[config.mk]
export PLATFORM = sky130hd
export DESIGN_NAME = round_robin_task_scheduler
export DESIGN_NICKNAME = d
export VERILOG_FILES = /design/src/rrts_pkg.sv /design/src/rrts_ctrl.sv /design/src/rrts_dp.sv /design/src/round_robin_task_scheduler.sv
export SDC_FILE = /design/constraint.sdc
export NUM_CORES = 1
export LEC_CHECK = 0
export BUFFER_PORTS_ARGS = -buffer_cell sky130_fd_sc_hd__buf_2
export CAP_MARGIN = 0
export CORE_MARGIN = 2
export CORE_UTILIZATION = 35
export CTS_BUF_LIST = sky130_fd_sc_hd__clkbuf_8
export CTS_CLUSTER_SIZE = 10
export DETAILED_ROUTE_END_ITERATION = 10
export PLACE_DENSITY = 0.57
export SYNTH_ARGS = -nofsm -noshare
export SYNTH_HDL_FRONTEND = slang
export SYNTH_SLANG_ARGS = --single-unit
export TNS_END_PERCENT = 30
[constraint.sdc]
create_clock -name clk -period 6.7 [get_ports clk]
set_input_delay 1.005 -clock clk [delete_from_list [all_inputs] [get_ports clk]]
set_output_delay 1.005 -clock clk [all_outputs]
set_load 0.01 [all_outputs]
[src/rrts_pkg.sv]
// Shared types and constants for the round-robin task scheduler.
// Used by the controller, the datapath and the top level; depends on nothing.
`timescale 1ns / 1ps
`default_nettype none

package rrts_pkg;

  localparam int MAX_SLOTS_DEF = 4;
  localparam logic [2:0] TASK_COUNT_RST = 3'd3;
  localparam logic [31:0] SLEEP_LIMIT = 32'h7FFF_FFFF;

  localparam logic [2:0] FN_SCHED = 3'd0;
  localparam logic [2:0] FN_EXIT  = 3'd1;
  localparam logic [2:0] FN_SLEEP = 3'd2;
  localparam logic [2:0] FN_WAKE  = 3'd3;
  localparam logic [2:0] FN_KILL  = 3'd4;
  localparam logic [2:0] FN_READY = 3'd5;

  localparam logic [1:0] STAT_DONE    = 2'd0;
  localparam logic [1:0] STAT_IGNORED = 2'd1;
  localparam logic [1:0] STAT_TOOLONG = 2'd2;
  localparam logic [1:0] STAT_HALT    = 2'd3;

  typedef enum logic [1:0] {
    ST_FREE     = 2'd0,
    ST_READY    = 2'd1,
    ST_RUNNING  = 2'd2,
    ST_SLEEPING = 2'd3
  } task_st_t;

  typedef enum logic [3:0] {
    OP_NONE,
    OP_EVENT,
    OP_PREP,
    OP_MOD,
    OP_SCAN,
    OP_FIX,
    OP_WK_ADDR,
    OP_WK_CMP,
    OP_LOAD_OUT
  } dp_op_t;

  typedef struct packed {
    logic   capture;
    dp_op_t op;
  } dp_cmd_t;

  typedef struct packed {
    logic halted;
    logic is_wake;
    logic ev_sched;
    logic n_zero;
    logic mod_done;
    logic scan_end;
    logic wk_last;
  } dp_stat_t;

endpackage

`default_nettype wire

[src/rrts_ctrl.sv]
// Sequencing state machine of the round-robin task scheduler.
// Issues datapath commands and owns the transfer handshakes; uses rrts_pkg.
`timescale 1ns / 1ps
`default_nettype none

module rrts_ctrl (
  input  wire logic              clk,
  input  wire logic              rst_n,
  input  wire logic              in_valid,
  output logic                   in_stall,
  output logic                   out_valid,
  input  wire logic              out_stall,
  input  wire rrts_pkg::dp_stat_t stat,
  output rrts_pkg::dp_cmd_t      cmd
);
  import rrts_pkg::*;

  typedef enum logic [3:0] {
    S_IDLE,
    S_EVENT,
    S_PREP,
    S_MOD,
    S_SCAN,
    S_FIX,
    S_WK_ADDR,
    S_WK_CMP,
    S_DONE
  } state_t;

  state_t state_r;
  logic   out_valid_r;
  logic   out_free;

  assign out_free  = !out_valid_r || !out_stall;
  assign in_stall  = (state_r != S_IDLE);
  assign out_valid = out_valid_r;

  always_comb begin
    cmd.capture = (state_r == S_IDLE) && in_valid;
    unique case (state_r)
      S_IDLE:    cmd.op = OP_NONE;
      S_EVENT:   cmd.op = OP_EVENT;
      S_PREP:    cmd.op = OP_PREP;
      S_MOD:     cmd.op = OP_MOD;
      S_SCAN:    cmd.op = OP_SCAN;
      S_FIX:     cmd.op = OP_FIX;
      S_WK_ADDR: cmd.op = OP_WK_ADDR;
      S_WK_CMP:  cmd.op = OP_WK_CMP;
      S_DONE:    cmd.op = out_free ? OP_LOAD_OUT : OP_NONE;
      default:   cmd.op = OP_NONE;
    endcase
  end

  always_ff @(posedge clk) begin
    if (!rst_n) begin
      state_r     <= S_IDLE;
      out_valid_r <= 1'b0;
    end else begin
      if (out_valid_r && !out_stall) begin
        out_valid_r <= 1'b0;
      end
      unique case (state_r)
        S_IDLE: begin
          if (in_valid) begin
            state_r <= S_EVENT;
          end
        end
        S_EVENT: begin
          if (stat.halted) begin
            state_r <= S_DONE;
          end else if (stat.is_wake) begin
            state_r <= stat.n_zero ? S_DONE : S_WK_ADDR;
          end else if (stat.ev_sched) begin
            state_r <= S_PREP;
          end else begin
            state_r <= S_DONE;
          end
        end
        S_PREP: begin
          state_r <= stat.n_zero ? S_FIX : S_MOD;
        end
        S_MOD: begin
          if (stat.mod_done) begin
            state_r <= S_SCAN;
          end
        end
        S_SCAN: begin
          if (stat.scan_end) begin
            state_r <= S_FIX;
          end
        end
        S_FIX: begin
          state_r <= S_DONE;
        end
        S_WK_ADDR: begin
          state_r <= S_WK_CMP;
        end
        S_WK_CMP: begin
          state_r <= stat.wk_last ? S_DONE : S_WK_ADDR;
        end
        S_DONE: begin
          if (out_free) begin
            out_valid_r <= 1'b1;
            state_r     <= S_IDLE;
          end
        end
        default: state_r <= S_IDLE;
      endcase
    end
  end

endmodule

`default_nettype wire

[src/rrts_dp.sv]
// Datapath of the round-robin task scheduler: task table, wakeup memory,
// search registers and result register. Driven by rrts_ctrl; uses rrts_pkg.
`timescale 1ns / 1ps
`default_nettype none

module rrts_dp #(
  parameter int MAX_SLOTS = rrts_pkg::MAX_SLOTS_DEF
) (
  input  wire logic               clk,
  input  wire logic               rst_n,
  input  wire rrts_pkg::dp_cmd_t  cmd,
  output rrts_pkg::dp_stat_t      stat,
  input  wire logic [2:0]         in_func,
  input  wire logic [1:0]         in_task_index,
  input  wire logic [31:0]        in_sleep_ms,
  input  wire logic [63:0]        in_tick_now,
  input  wire logic               cfg_we,
  input  wire logic [2:0]         cfg_wdata,
  output logic                    out_switched,
  output logic [1:0]              out_prev_task,
  output logic [1:0]              out_next_task,
  output logic [1:0]              out_status
);
  import rrts_pkg::*;

  localparam int SlotW = $clog2(MAX_SLOTS);
  localparam int CntW  = $clog2(MAX_SLOTS + 1);
  localparam int NW    = (CntW > 3) ? CntW : 3;

  task_st_t             ts_r [MAX_SLOTS];
  logic [MAX_SLOTS-1:0] ctx_r;
  logic [SlotW-1:0]     running_r;
  logic                 halted_r;
  logic [2:0]           tc_r;
  logic [1:0]           status_r;
  logic                 found_r;
  logic [SlotW-1:0]     pick_r;
  logic [CntW-1:0]      rem_r;
  logic [SlotW-1:0]     scan_r;
  logic [CntW-1:0]      cnt_r;
  logic [SlotW-1:0]     wk_idx_r;
  logic [63:0]          wk_q_r;
  logic [63:0]          wk_mem [MAX_SLOTS];

  logic [2:0]           func_r;
  logic [1:0]           idx_r;
  logic [31:0]          ms_r;
  logic [63:0]          now_r;
  logic [SlotW-1:0]     prev_r;

  logic [NW-1:0]        n_ext;
  logic [CntW-1:0]      n;
  logic [SlotW-1:0]     rd_addr;
  task_st_t             rd_st;
  logic                 exit_ok;
  logic                 sleep_ok;
  logic                 kill_ok;
  logic                 ready_ok;
  logic [SlotW-1:0]     idx_slot;
  logic [SlotW-1:0]     scan_next;
  logic                 fallback;
  logic                 commit;
  logic [SlotW-1:0]     pk;

  assign n_ext = (NW'(tc_r) > NW'(MAX_SLOTS)) ? NW'(MAX_SLOTS) : NW'(tc_r);
  assign n     = CntW'(n_ext);

  always_comb begin
    case (cmd.op)
      OP_SCAN:   rd_addr = scan_r;
      OP_WK_CMP: rd_addr = wk_idx_r;
      default:   rd_addr = prev_r;
    endcase
  end
  assign rd_st = ts_r[rd_addr];

  assign idx_slot  = SlotW'(idx_r);
  assign exit_ok   = (prev_r != '0);
  assign sleep_ok  = (ms_r != 32'd0) && (ms_r <= SLEEP_LIMIT);
  assign kill_ok   = (prev_r != '0) && (CntW'(prev_r) < n);
  assign ready_ok  = (int'(idx_r) < MAX_SLOTS) && (idx_slot != prev_r);
  assign scan_next = ((CntW'(scan_r) + CntW'(1)) == n) ? '0 : scan_r + SlotW'(1);

  assign fallback = !found_r && (prev_r != '0) && (ts_r[0] != ST_FREE)
                    && (ts_r[0] != ST_SLEEPING);
  assign commit   = found_r || fallback;
  assign pk       = found_r ? pick_r : '0;

  always_comb begin
    stat.halted   = halted_r;
    stat.is_wake  = (func_r == FN_WAKE);
    stat.n_zero   = (n == '0);
    stat.mod_done = (rem_r < n);
    stat.scan_end = (rd_st == ST_READY) || (cnt_r == n - CntW'(1));
    stat.wk_last  = (CntW'(wk_idx_r) == n - CntW'(1));
    case (func_r)
      FN_SCHED: stat.ev_sched = 1'b1;
      FN_EXIT:  stat.ev_sched = exit_ok;
      FN_SLEEP: stat.ev_sched = sleep_ok;
      FN_KILL:  stat.ev_sched = kill_ok;
      default:  stat.ev_sched = 1'b0;
    endcase
  end

  always_ff @(posedge clk) begin
    if (cmd.capture) begin
      func_r <= in_func;
      idx_r  <= in_task_index;
      ms_r   <= in_sleep_ms;
      now_r  <= in_tick_now;
      prev_r <= running_r;
    end
    if (cmd.op == OP_WK_ADDR) begin
      wk_q_r <= wk_mem[wk_idx_r];
    end
    if ((cmd.op == OP_EVENT) && !halted_r && (func_r == FN_SLEEP) && sleep_ok) begin
      wk_mem[prev_r] <= now_r + 64'(ms_r);
    end
    if (cmd.op == OP_LOAD_OUT) begin
      out_switched  <= (running_r != prev_r);
      out_prev_task <= 2'(prev_r);
      out_next_task <= 2'(running_r);
      out_status    <= status_r;
    end
  end

  always_ff @(posedge clk) begin
    if (!rst_n) begin
      for (int i = 0; i < MAX_SLOTS; i++) begin
        ts_r[i] <= ST_FREE;
      end
      ts_r[0]   <= ST_RUNNING;
      ctx_r     <= '0;
      running_r <= '0;
      halted_r  <= 1'b0;
      tc_r      <= TASK_COUNT_RST;
      status_r  <= STAT_DONE;
      found_r   <= 1'b0;
      pick_r    <= '0;
      rem_r     <= '0;
      scan_r    <= '0;
      cnt_r     <= '0;
      wk_idx_r  <= '0;
    end else begin
      if (cfg_we) begin
        tc_r <= cfg_wdata;
      end
      unique case (cmd.op)
        OP_EVENT: begin
          wk_idx_r <= '0;
          if (halted_r) begin
            status_r <= STAT_HALT;
          end else begin
            case (func_r)
              FN_SCHED, FN_WAKE: status_r <= STAT_DONE;
              FN_EXIT: begin
                if (!exit_ok) begin
                  status_r <= STAT_IGNORED;
                end else begin
                  status_r     <= STAT_DONE;
                  ts_r[prev_r] <= ST_FREE;
                  if (ts_r[0] != ST_RUNNING) begin
                    ts_r[0] <= ST_READY;
                  end
                end
              end
              FN_SLEEP: begin
                if (ms_r == 32'd0) begin
                  status_r <= STAT_IGNORED;
                end else if (!sleep_ok) begin
                  status_r <= STAT_TOOLONG;
                end else begin
                  status_r     <= STAT_DONE;
                  ts_r[prev_r] <= ST_SLEEPING;
                end
              end
              FN_KILL: begin
                if (!kill_ok) begin
                  halted_r <= 1'b1;
                  status_r <= STAT_HALT;
                end else begin
                  status_r     <= STAT_DONE;
                  ts_r[prev_r] <= ST_FREE;
                  if (ts_r[0] != ST_RUNNING) begin
                    ts_r[0] <= ST_READY;
                  end
                end
              end
              FN_READY: begin
                if (!ready_ok) begin
                  status_r <= STAT_IGNORED;
                end else begin
                  status_r       <= STAT_DONE;
                  ts_r[idx_slot] <= ST_READY;
                  ctx_r[idx_slot] <= 1'b1;
                end
              end
              default: status_r <= STAT_IGNORED;
            endcase
          end
        end
        OP_PREP: begin
          found_r <= 1'b0;
          rem_r   <= CntW'(prev_r) + CntW'(1);
          if (rd_st == ST_RUNNING) begin
            ts_r[prev_r] <= ST_READY;
          end
        end
        OP_MOD: begin
          if (rem_r < n) begin
            scan_r <= rem_r[SlotW-1:0];
            cnt_r  <= '0;
          end else begin
            rem_r <= rem_r - n;
          end
        end
        OP_SCAN: begin
          if (rd_st == ST_READY) begin
            found_r <= 1'b1;
            pick_r  <= scan_r;
          end else begin
            scan_r <= scan_next;
            cnt_r  <= cnt_r + CntW'(1);
          end
        end
        OP_FIX: begin
          if (!commit) begin
            if (rd_st == ST_READY) begin
              ts_r[prev_r] <= ST_RUNNING;
            end
            if (func_r == FN_KILL) begin
              halted_r <= 1'b1;
              status_r <= STAT_HALT;
            end
          end else if (pk == prev_r) begin
            ts_r[prev_r] <= ST_RUNNING;
            if (func_r == FN_KILL) begin
              halted_r <= 1'b1;
              status_r <= STAT_HALT;
            end
          end else if (!ctx_r[pk]) begin
            halted_r <= 1'b1;
            status_r <= STAT_HALT;
          end else begin
            ts_r[pk]      <= ST_RUNNING;
            ctx_r[prev_r] <= 1'b1;
            running_r     <= pk;
          end
        end
        OP_WK_CMP: begin
          if ((rd_st == ST_SLEEPING) && (now_r >= wk_q_r)) begin
            ts_r[wk_idx_r] <= ST_READY;
          end
          wk_idx_r <= wk_idx_r + SlotW'(1);
        end
        OP_NONE, OP_WK_ADDR, OP_LOAD_OUT: begin
        end
        default: begin
        end
      endcase
    end
  end

endmodule

`default_nettype wire

[src/round_robin_task_scheduler.sv]
// Round-robin task scheduler: one event per input transfer, one result each.
// Non-scheduling events go straight to the result; a schedule takes up to MAX_SLOTS
// start-slot subtractions, 1 to n scan steps (n = task_count capped at MAX_SLOTS; none
// when n is zero) and a fix step; a wakeup check reads and compares each of n wakeup times.
// One event is in flight at a time; the next is accepted in the cycle after the result is
// loaded, and a held result delays that load. Reset leaves slot 0 running and no halt.
`timescale 1ns / 1ps
`default_nettype none

module round_robin_task_scheduler #(
  parameter int MAX_SLOTS = rrts_pkg::MAX_SLOTS_DEF
) (
  input  wire logic        clk,
  input  wire logic        rst_n,
  input  wire logic        in_valid,
  output logic             in_stall,
  input  wire logic [2:0]  in_func,
  input  wire logic [1:0]  in_task_index,
  input  wire logic [31:0] in_sleep_ms,
  input  wire logic [63:0] in_tick_now,
  output logic             out_valid,
  input  wire logic        out_stall,
  output logic             out_switched,
  output logic [1:0]       out_prev_task,
  output logic [1:0]       out_next_task,
  output logic [1:0]       out_status,
  input  wire logic        cfg_we,
  input  wire logic [2:0]  cfg_wdata
);
  import rrts_pkg::*;

  dp_cmd_t  cmd;
  dp_stat_t stat;

  rrts_ctrl u_ctrl (
    .clk       (clk),
    .rst_n     (rst_n),
    .in_valid  (in_valid),
    .in_stall  (in_stall),
    .out_valid (out_valid),
    .out_stall (out_stall),
    .stat      (stat),
    .cmd       (cmd)
  );

  rrts_dp #(
    .MAX_SLOTS (MAX_SLOTS)
  ) u_dp (
    .clk           (clk),
    .rst_n         (rst_n),
    .cmd           (cmd),
    .stat          (stat),
    .in_func       (in_func),
    .in_task_index (in_task_index),
    .in_sleep_ms   (in_sleep_ms),
    .in_tick_now   (in_tick_now),
    .cfg_we        (cfg_we),
    .cfg_wdata     (cfg_wdata),
    .out_switched  (out_switched),
    .out_prev_task (out_prev_task),
    .out_next_task (out_next_task),
    .out_status    (out_status)
  );

endmodule

`default_nettype wire
==> results of run 1 <==
[layer usage]
layer / vias to the layer above / routed length, um / global-route usage
li1: 5940 / - / -
met1: 6294 / 21810 / 0.2054
met2: 337 / 23750 / 0.2616
met3: 114 / 2577 / 0.03492
met4: 0 / 1696 / 0.06775
met5: - / 0 / 0
[kinds of logic (layout without fill, tap and decap cells)]
family          Yosys count  after routing
compound gates          246            246
xor+xnor                 75             75
fa+ha+maj               110            110
buf+inv                 140            372
flops                   468            468
mux                      77             77
other cells               0              1
simple gates            332            332
[stage by stage]
step	std cells	hold WS, ns	instance area (sq um)
2_1_floorplan	1448	0.4086	21300
3_3_place_gp	2319	0.4466	22850
3_5_place_dp	2319	0.4478	22850
4_1_cts	2462	0.4406	24380
5_1_grt	2463	0.4700	24380
6_report	2463	0.4655	24380
[report_power, final]
| group | total, mW | internal [mW] | switching, mW |
|---|---|---|---|
| clock network | 2.51 | 1.32 | 1.18 |
| logic | 2.03 | 0.721 | 1.31 |
| registers | 4.09 | 3.80 | 0.285 |
[flip-flops by register name (all words and copies together), names as in the netlist, 3 cells and up]
name and flops:
u_dp.now_r 64, u_dp.ts_r 8, u_dp.wk_mem 256, u_dp.tc_r 3, u_ctrl.state_r 4, u_dp.cnt_r 3, u_dp.func_r 3, u_dp.ctx_r 4
u_dp.wk_q_r 64, u_dp.ms_r 32, u_dp.rem_r 3
[layout make-up]
type	instances	area (sq um)	area share
diodes	1	2.502	0.0001026
clock buffers	84	1156	0.04741
clock inverters	59	375.4	0.01539
inverters	102	382.9	0.01570
multi-input cells	840	7042	0.2888
flip-flops and latches	468	13760	0.5643
well taps	782	978.4	0.04013
repair buffers	127	685.7	0.02812
[how the worst max path moves through the flow]
stage / endpoint
floorplan: u_dp.wk_mem[0][0]
detailed placement: u_dp.wk_mem[3][9]
global route: u_dp.wk_mem[3][18]
CTS: u_dp.wk_mem[3][18]
global placement: u_dp.wk_mem[3][9]
finish: u_dp.wk_mem[3][0]
[cell usage after synthesis, types with 3 or more instances]
cell type and n:
nor3_1 27, buf_4 3, or3_1 5, a21o_1 25, and2_1 4, o221ai_1 3, xor2_1 30, nor2_1 80
nand2_1 72, o21ai_0 39, mux2i_1 10, xnor2_1 45, edfxtp_1 438, nor3b_1 4, inv_1 100, a22oi_1 4
a221oi_1 5, clkbuf_1 24, a211oi_1 12, nor2b_1 11, dfxtp_1 30, a21oi_1 85, mux4_2 64, and4_1 7
nand3b_1 3, and3_1 14, nand2b_1 13, buf_2 3, a31oi_1 8, or2_2 4, buf_1 7, o21bai_1 4
ha_1 108, nor4_1 17, o211ai_1 4, nand3_1 39, o21ai_1 8, o21a_1 4, a211o_1 4, nand4_1 16
o22ai_1 5
==> reports/metrics.yaml, run 1 <==
clock_tree:
  numCtsBuffers: 81
  post_cts_resized: 0
  clk_latency_ns: 0.66
  ctsHoldBuffers: 0
  h-tree-depth: 3
  cts_root_buffer: "clkbuf_8"
  cts.sinks: 468
  clk_pin_slew_ns: 0.07
  cts_tree: "built"
  post_cts_buffers: 0
  clk_path_buf_depth: 3
global_route:
  antenna_found_initial: 1
  grt_usage: 0.1599
  grt_max_degree: 65
  grt_pass1_vias: 13160
  grt_pass1_wl_mm: 76.09
  grt.overflow.total: 0
detailed_routing:
  vias_per_cell: 5.150
  drc: 0
  wire_per_inst_um: 20.23
  first_pass_iters: 6
  drtIter0Drc: 913
  drtAntennaViolNets: 0
  wl_mm: 49.84
  num_vias: 12690
setup_path:
  crit_buf_inv: 1
  cp_max_fo: 49
  cp-start-kind: "register"
  critPathKind: "reg2reg"
  critPathTopFamily: "simple AND/OR/NAND/NOR gates"
  worstReg2RegEnd: "u_dp.wk_mem[3][0]"
  max_stage_delay_ns: 0.78
  slowest_stage: "buf_4"
  reg2reg_depth: 5
  r2r_slack_ns: 2.26
  crit_start: "u_ctrl.state_r[0]"
  endpoint_kind: "register"
  required_ns: 6.98
  r2r_start: "u_ctrl.state_r[0]"
  crit_cells: 5
  crit_chain: "or2b_1 -> nor4_1 -> nand4_1 -> nor2_4 -> buf_4"
  arrival_ns: 4.72
timing:
  maxSlewHeadroom: 0.2777
  worst-slew-pin-transition_ns: 1.083
  drv_slew: 0
  fin_worst_skew_ns: 0.03600
  setup_ws_ns: 2.255
  hold_violations: 0
  rsz0062_at_grt: "false"
  setup_viol: 0
  fmax_mhz: 225.0
  tns_ns: 0
  fin_crit_sh: 0.6634
  finalCriticalPeriod_ns: 4.445
finish:
  layout-drive-gt1-share: 0.2006
  fin_nets: 1839
  final_common_cell: "edfxtp_1"
  area_delta_synth_final_pct: 14.47
  fin_util: 0.4047
  fill_cells: 5466
  final_cell_mix: "edfxtp_1, buf_2, inv_1"
power_and_ir_drop:
  p_leak_nw: 8.718
  p_per_area_nw_per_um2: 353.8
  vdd_ir_drop_max_mv: 0.1511
  power_mw: 8.627
synthesis:
  synth_enable_flop_cells: 438
  synth_top_area_frac: 0.6175
  synth-seq-area-share: 0.6457
  synthSimpleGateAreaFrac: 0.08018
  syn_nets: 1667
  syn_area_sq_um: 21300
  synth_cell_types: 88
  synthAdderAreaFrac: 0.06532
  avgSynthCellArea_sq_um: 14.71
  synthCells: 1448
  synth_top_family_by_area: "simple AND/OR/NAND/NOR gates"
  synth_ff_type: "edfxtp_1"
  yosys_warnings: 0
  yosys.area.top_type: "edfxtp_1"
  synth_xor_area_frac: 0.03084
  yosys-top-cells-area: "edfxtp_1, mux4_2, ha_1"
  synthArstFlopShare: 0
  ys_seq_elements: 468
  synthMuxAreaShare: 0.07407
  synth_compound_area_frac: 0.07818
die:
  io_pins: 118
  die_area_sq_um: 62850
  core.rowCount: 90
  initial_core_util: 0.3536
  die_w_um: 250.7
  die_h_um: 250.7
  core_area_sq_um: 60250
placement:
  dp_slack_ns: 2.313
  gp_congestion: 0.8805
  port_buffers: 117
  hpwl_mm: 33.28
min_path:
  min_delay_path_depth: 0
  min_to: "u_dp.out_status[1]"
  min_from: "u_dp.status_r[1]"
  hp-class: "reg2reg"
flow_run:
  drv_cap: 0
run_status:
  status: "complete, no violations"
Note: power is estimated with default switching activity, not from simulation.
==> inputs of run 2 (changes only) <==
--- a/config.mk
+++ b/config.mk
@@ -12,7 +12,7 @@
 export CTS_BUF_LIST = sky130_fd_sc_hd__clkbuf_8
 export CTS_CLUSTER_SIZE = 10
 export DETAILED_ROUTE_END_ITERATION = 10
-export PLACE_DENSITY = 0.57
+export PLACE_DENSITY = 0.58
 export SYNTH_ARGS = -nofsm -noshare
 export SYNTH_HDL_FRONTEND = slang
 export SYNTH_SLANG_ARGS = --single-unit
==> constraint.sdc (replaced) <==
create_clock -name clk -period 3.6 [get_ports clk]
set_input_delay 0.54 -clock clk [delete_from_list [all_inputs] [get_ports clk]]
set_output_delay 0.54 -clock clk [all_outputs]
set_load 0.01 [all_outputs]
==> run 2 against run 1 <==
Cell count rose by 1.7%. Maximum frequency up 29%. Clock skew grew 0.011 ns. Sequential share of layout area down 1.1 points. Critical endpoint is now u_dp.wk_mem[3][45]. Largest cell class unchanged. Highest routed layer unchanged.
==> reports/metrics.yaml, run 2 (same netlist as run 1, synthesis figures left out) <==
run_status:
  status: "complete, no violations"
setup_path:
  worstReg2RegEnd: "u_dp.wk_mem[3][45]"
  arrival_ns: 3.86
  r2r_start: "u_dp.ms_r[8]"
  cp_max_fo: 15
  critPathKind: "reg2reg"
  endpoint_kind: "register"
  cp-start-kind: "register"
  required_ns: 4.02
  r2r_slack_ns: 0.16
  reg2reg_depth: 11
finish:
  reg.largest.list: "u_dp.wk_mem: 256 flops, u_dp.now_r: 64 flops, u_dp.wk_q_r: 64 flops"
  top_register: "u_dp.wk_mem"
  area_delta_synth_final_pct: 16.81
  fill_cells: 5493
  regArea_sq_um: 13760
  final_cell_mix: "edfxtp_1, inv_1, buf_2"
  layout-drive-gt1-share: 0.2165
  multi_input_area_sq_um: 7056
  fin_nets: 1889
  fin_cells: 2506
  largest_reg_flops: 256
  final_cell_area_sq_um: 24880
  final_common_cell: "edfxtp_1"
timing:
  setup_ws_ns: 0.1630
  hold_violations: 0
  tns_ns: 0
  fin_worst_skew_ns: 0.04688
  maxSlewHeadroom: 0.3878
  drv_slew: 0
  worst-slew-pin-transition_ns: 0.9183
  setup_viol: 0
  finalCriticalPeriod_ns: 3.437
  fmax_mhz: 290.9
  rsz0062_at_grt: "false"
  fin_crit_sh: 0.9547
  hold_slack_ns: 0.05908
placement:
  hpwl_mm: 33.65
  post-place-cells: 2359
  port_buffers: 117
  place_area_sq_um: 23250
  dp_slack_ns: 0.03878
  gp_congestion: 0.8553
detailed_routing:
  drtIter0Drc: 1040
  dr_wl_met3_mm: 2.221
  met1_length_mm: 21.86
  first_pass_iters: 6
  drtAntennaViolNets: 0
  route.met2.wl_mm: 23.95
  vias_per_cell: 5.105
  top_layer_used: "met4"
  wire_per_inst_um: 19.75
  drc: 0
  num_vias: 12790
  wl_mm: 49.49
die:
  die_w_um: 250.7
  core_area_sq_um: 60250
  core.rowCount: 90
  io_pins: 118
  initial_core_util: 0.3536
  die_h_um: 250.7
  die_area_sq_um: 62850
clock_tree:
  clk_latency_ns: 0.67
  cts_tree: "built"
  clk_pin_slew_ns: 0.06
  numCtsBuffers: 79
  cts.sinks: 468
  clk_path_buf_depth: 3
  h-tree-depth: 3
  cts_root_buffer: "clkbuf_8"
global_route:
  grt_pass1_vias: 13290
  grt_max_degree: 69
  antenna_found_initial: 1
  grt.overflow.total: 0
  grt_pass1_wl_mm: 76.67
  grt_usage: 0.1592
power_and_ir_drop:
  internal-power_mw: 11.05
  pwr-share-clk: 0.286
  pwr-share-seq: 0.464
  combPwrFrac: 0.250
  p_sw_frac: 0.3160
  vdd_ir_drop_max_mv: 0.2981
  p_leak_nw: 8.972
  p_sw_mw: 5.102
  p_per_area_nw_per_um2: 649.0
min_path:
  min_from: "in_tick_now[52]"
  min_delay_path_depth: 1
  min_to: "u_dp.now_r[52]"
  hp-class: "in2reg"
flow_run:
  drv_cap: 0
run 2: cell types whose count changed in the layout (fill, tap and decap cells not counted), moves of 2 or more:
cell and delta:
buf_12 +8, buf_4 +34, clkbuf_8 -2, clkinv_1 -3, clkinv_2 -8, clkinvlp_4 +2
dlygate4sd3_1 +10, inv_1 +3, inv_6 -2
run 2: area by class of cell:
class / count / share of cell area
clock inverter: 52 / 0.01489
multi-input combinational: 840 / 0.2836
clock buffer: 82 / 0.04536
sequential: 468 / 0.5531
tap: 782 / 0.03933
timing repair buffer: 179 / 0.04828
antenna: 1 / 0.0001006
inverter: 102 / 0.01539
run 2: critical path, stage by stage (launching register included):
cell      delay [ns]
edfxtp_1        0.43
ha_1            0.37
and2_1          0.22
a221oi_1        0.35
a21oi_1         0.11
nand3b_1        0.25
a211o_1         0.37
a31o_2          0.30
a31oi_4         0.20
buf_12          0.17
nor3_1          0.07
xor2_1          0.36
run 2: through the flow:
| stage | utilization | power [mW] |
|---|---|---|
| finish | 0.4130 | 16.15 |
| global route | 0.4130 | 17.04 |
| global placement | 0.3859 | 11.50 |
| CTS | 0.4125 | 16.31 |
| detailed placement | 0.3859 | 11.62 |
| floorplan | - | 10.23 |
run 2: what timing repair did:
item | 4_1_cts | 5_1_grt
buffers inserted | 0 | 2
hold buffers | 10 | 0
endpoints found under the setup margin | 0 | 15
gates resized for setup | 0 | 3
endpoints found under the hold margin | 10 | 0
run 2: power groups by stage:
stage / combinational [mW] / sequential (mW) / clock, mW
after floorplan: 2.79 / 7.45 / 0
after global placement: 3.91 / 7.59 / 0
after detailed placement: 4.01 / 7.60 / 0
after CTS: 4.05 / 7.50 / 4.76
after global routing: 4.51 / 7.54 / 4.99
final: 4.04 / 7.49 / 4.61
run 2: per-layer routing:
layer | vias up | GRT usage
met2 | 301 | 0.2646
li1 | 6039 | -
met4 | 0 | 0.06536
met1 | 6359 | 0.2055
met5 | - | 0
met3 | 93 | 0.02920
run 2: how the worst max path moves through the flow:
stage,from,endpoint,slack (ns),depth (start not counted)
floorplan,u_ctrl.state_r[1],u_dp.wk_mem[0][0],-0.98,4
global placement,u_dp.now_r[46],u_dp.ts_r[3][1],0.18,11
detailed placement,u_dp.now_r[46],u_dp.ts_r[3][1],0.04,11
CTS,u_dp.now_r[46],u_dp.ts_r[3][0],0.04,11
global route,u_dp.now_r[46],u_dp.ts_r[0][0],0.0006,11
finish,u_dp.ms_r[8],u_dp.wk_mem[3][45],0.16,11
==> inputs of run 3 (changes only) <==
--- a/config.mk
+++ b/config.mk
@@ -12,7 +12,7 @@
 export CTS_BUF_LIST = sky130_fd_sc_hd__clkbuf_8
 export CTS_CLUSTER_SIZE = 10
 export DETAILED_ROUTE_END_ITERATION = 10
-export PLACE_DENSITY = 0.58
+export PLACE_DENSITY = 0.57
 export SYNTH_ARGS = -nofsm -noshare
 export SYNTH_HDL_FRONTEND = slang
 export SYNTH_SLANG_ARGS = --single-unit
==> constraint.sdc (replaced) <==
create_clock -name clk -period 3.28 [get_ports clk]
set_input_delay 0.492 -clock clk [delete_from_list [all_inputs] [get_ports clk]]
set_output_delay 0.492 -clock clk [all_outputs]
set_load 0.01 [all_outputs]
==> run 3 against run 2 <==
Non-clock buffer count rose by 180. Clock skew fell by 0.025 ns. Cell count rose by 7.3%. Sequential power rose by 9.1%. Highest routed layer unchanged. Routed wire length rose by 4.2%. Clock power rose by 7.2%. The flow now finishes with violations (setup timing). Design area rose by 7.6%. Core utilization rose by 3.1 points.
==> reports/metrics.yaml, run 3 (same netlist as run 1, synthesis figures left out) <==
run_status:
  status: "complete, but fails checks"
  violations: "setup timing"
global_route:
  grt_max_degree: 65
  grt_pass1_wl_mm: 79.29
  grt_usage: 0.1648
  grt_pass1_vias: 14070
  grt.overflow.total: 0
  antenna_found_initial: 1
setup_path:
  critPathTopFamily: "compound AO/OA/AOI/OAI gates"
  crit_chain: "ha_4 -> a21o_1 -> a221oi_2 -> a21oi_1 -> nand3b_1 -> a211o_1 -> a31o_4 -> a31oi_4 -> buf_12 -> nor4_1 -> xor2_1 -> buf_4"
  critPathKind: "reg2reg"
  max_stage_delay_ns: 0.51
  cp_max_fo: 14
  arrival_ns: 3.73
  endpoint_kind: "register"
  slowest_stage: "edfxtp_1"
  r2r_slack_ns: -0.05
  reg2reg_depth: 12
  required_ns: 3.68
  cp-start-kind: "register"
  worstReg2RegEnd: "u_dp.wk_mem[0][57]"
  crit_start: "u_dp.ms_r[6]"
  crit_buf_inv: 2
  crit_cells: 12
  r2r_start: "u_dp.ms_r[6]"
  crit_end: "u_dp.wk_mem[0][57]"
clock_tree:
  numCtsBuffers: 79
  clk_pin_slew_ns: 0.06
  clk_latency_ns: 0.66
  cts_tree: "built"
  cts.sinks: 468
  clk_path_buf_depth: 3
  h-tree-depth: 3
  cts_root_buffer: "clkbuf_8"
finish:
  final_common_cell: "edfxtp_1"
  regArea_sq_um: 13760
  multi_input_area_sq_um: 7435
  fill_cells: 5369
  fin_nets: 2069
  final_cell_mix: "edfxtp_1, buf_4, inv_1"
  reg.largest.list: "u_dp.wk_mem: 256 flops, u_dp.now_r: 64 flops, u_dp.wk_q_r: 64 flops"
  layout-drive-gt1-share: 0.2722
  largest_reg_flops: 256
  top_register: "u_dp.wk_mem"
  fin_cells: 2690
  area_delta_synth_final_pct: 25.69
timing:
  hold_violations: 0
  worst-slew-pin-transition_ns: 0.9632
  rsz0062_at_grt: "true"
  fin_crit_sh: 1.015
  tns_ns: -0.5874
  maxSlewHeadroom: 0.3578
  fmax_mhz: 300.4
  fin_worst_skew_ns: 0.02156
  setup_ws_ns: -0.04944
  finalCriticalPeriod_ns: 3.329
  drv_slew: 0
  setup_viol: 21
detailed_routing:
  drtIter0Drc: 812
  met1_length_mm: 22.81
  route.met2.wl_mm: 25.30
  wl_mm: 51.58
  dr_wl_met3_mm: 2.224
  wire_per_inst_um: 19.18
  vias_per_cell: 5.035
  drtAntennaViolNets: 0
  drc: 0
  top_layer_used: "met4"
  num_vias: 13540
  first_pass_iters: 5
placement:
  post-place-cells: 2448
  port_buffers: 117
  hpwl_mm: 33.93
  gp_congestion: 0.8607
power_and_ir_drop:
  p_leak_nw: 9.904
  combPwrFrac: 0.286
  p_per_area_nw_per_um2: 685.4
  internal-power_mw: 12.52
  p_sw_frac: 0.3176
  p_sw_mw: 5.827
  pwr-share-clk: 0.269
  pwr-share-seq: 0.445
  vdd_ir_drop_max_mv: 0.2710
  power_mw: 18.35
die:
  initial_core_util: 0.3536
  die_area_sq_um: 62850
  core_area_sq_um: 60250
  core.rowCount: 90
  die_h_um: 250.7
  die_w_um: 250.7
  io_pins: 118
flow_run:
  drv_cap: 0
min_path:
  hp-class: "in2reg"
  min_delay_path_depth: 1
-- run 3: changes by cell type in the layout (fill, tap and decap cells not counted), sizes merged --
cell | previous run | this run
buf | 169 | 264
dlygate4sd3 | 10 | 95
clkinv | 26 | 32
bufinv | 5 | 3
clkinvlp | 3 | 1
inv | 120 | 122
-- run 3: worst min-delay path by stage --
stage                                     to  slack (ns)        startpoint
after detailed placement       u_dp.halted_r        0.46     u_dp.halted_r
after global routing          u_dp.now_r[44]        0.01   in_tick_now[44]
after floorplan           u_dp.out_status[0]        0.41  u_dp.status_r[0]
after global placement         u_dp.ctx_r[3]        0.45     u_dp.ctx_r[3]
final                         u_dp.now_r[42]        0.05   in_tick_now[42]
after CTS                     u_dp.now_r[57]      0.0006   in_tick_now[57]
-- run 3: final cells by class --
class | instances | share of cell area
diodes | 1 | 0.00009347
clock buffers | 82 | 0.04216
clock inverters | 56 | 0.01210
inverters | 102 | 0.01430
multi-input cells | 840 | 0.2777
flip-flops and latches | 468 | 0.5140
well taps | 782 | 0.03655
repair buffers | 359 | 0.1031
-- run 3: through the flow --
| stage | area (sq um) | hold slack (ns) | setup slack, ns | util |
|---|---|---|---|---|
| after floorplan | 21320 | 0.4086 | -0.4449 | - |
| after global placement | 23910 | 0.4514 | -0.3889 | 0.3968 |
| after detailed placement | 23910 | 0.4644 | -0.4993 | 0.3968 |
| after CTS | 26420 | 0.0005563 | -0.01914 | 0.4385 |
| after global routing | 26770 | 0.01220 | -0.1785 | 0.4444 |
| final | 26770 | 0.04778 | -0.04944 | 0.4444 |
-- run 3: worst register-to-register path, stage by stage, from the launching register on --
cell,delay [ns]
edfxtp_1,0.51
ha_4,0.27
a21o_1,0.19
a221oi_2,0.28
a21oi_1,0.10
nand3b_1,0.24
a211o_1,0.41
a31o_4,0.28
a31oi_4,0.19
buf_12,0.17
nor4_1,0.09
xor2_1,0.19
buf_4,0.16
-- run 3: metal layers --
metal / global-route usage / vias to the layer above
met5: 0 / -
met4: 0.05868 / 0
met3: 0.02816 / 85
met2: 0.2779 / 299
met1: 0.2145 / 6770
li1: - / 6389
-- run 3: power by group through the flow --
stage	Clock [mW]	Combinational [mW]	Sequential, mW
6_report	4.94	5.24	8.17
5_1_grt	5.33	5.81	8.22
4_1_cts	5.11	5.08	8.16
3_5_place_dp	0	4.90	8.27
3_3_place_gp	0	4.79	8.27
2_1_floorplan	0	3.07	8.17
-- run 3: what timing repair did --
| action | 4_1_cts | 5_1_grt |
|---|---|---|
| endpoints found under the setup margin | 83 | 152 |
| pin swaps | 7 | 29 |
| hold buffers | 95 | 0 |
| hold endpoints to repair | 95 | 0 |
| buffers inserted | 3 | 5 |
| resized for setup | 19 | 50 |
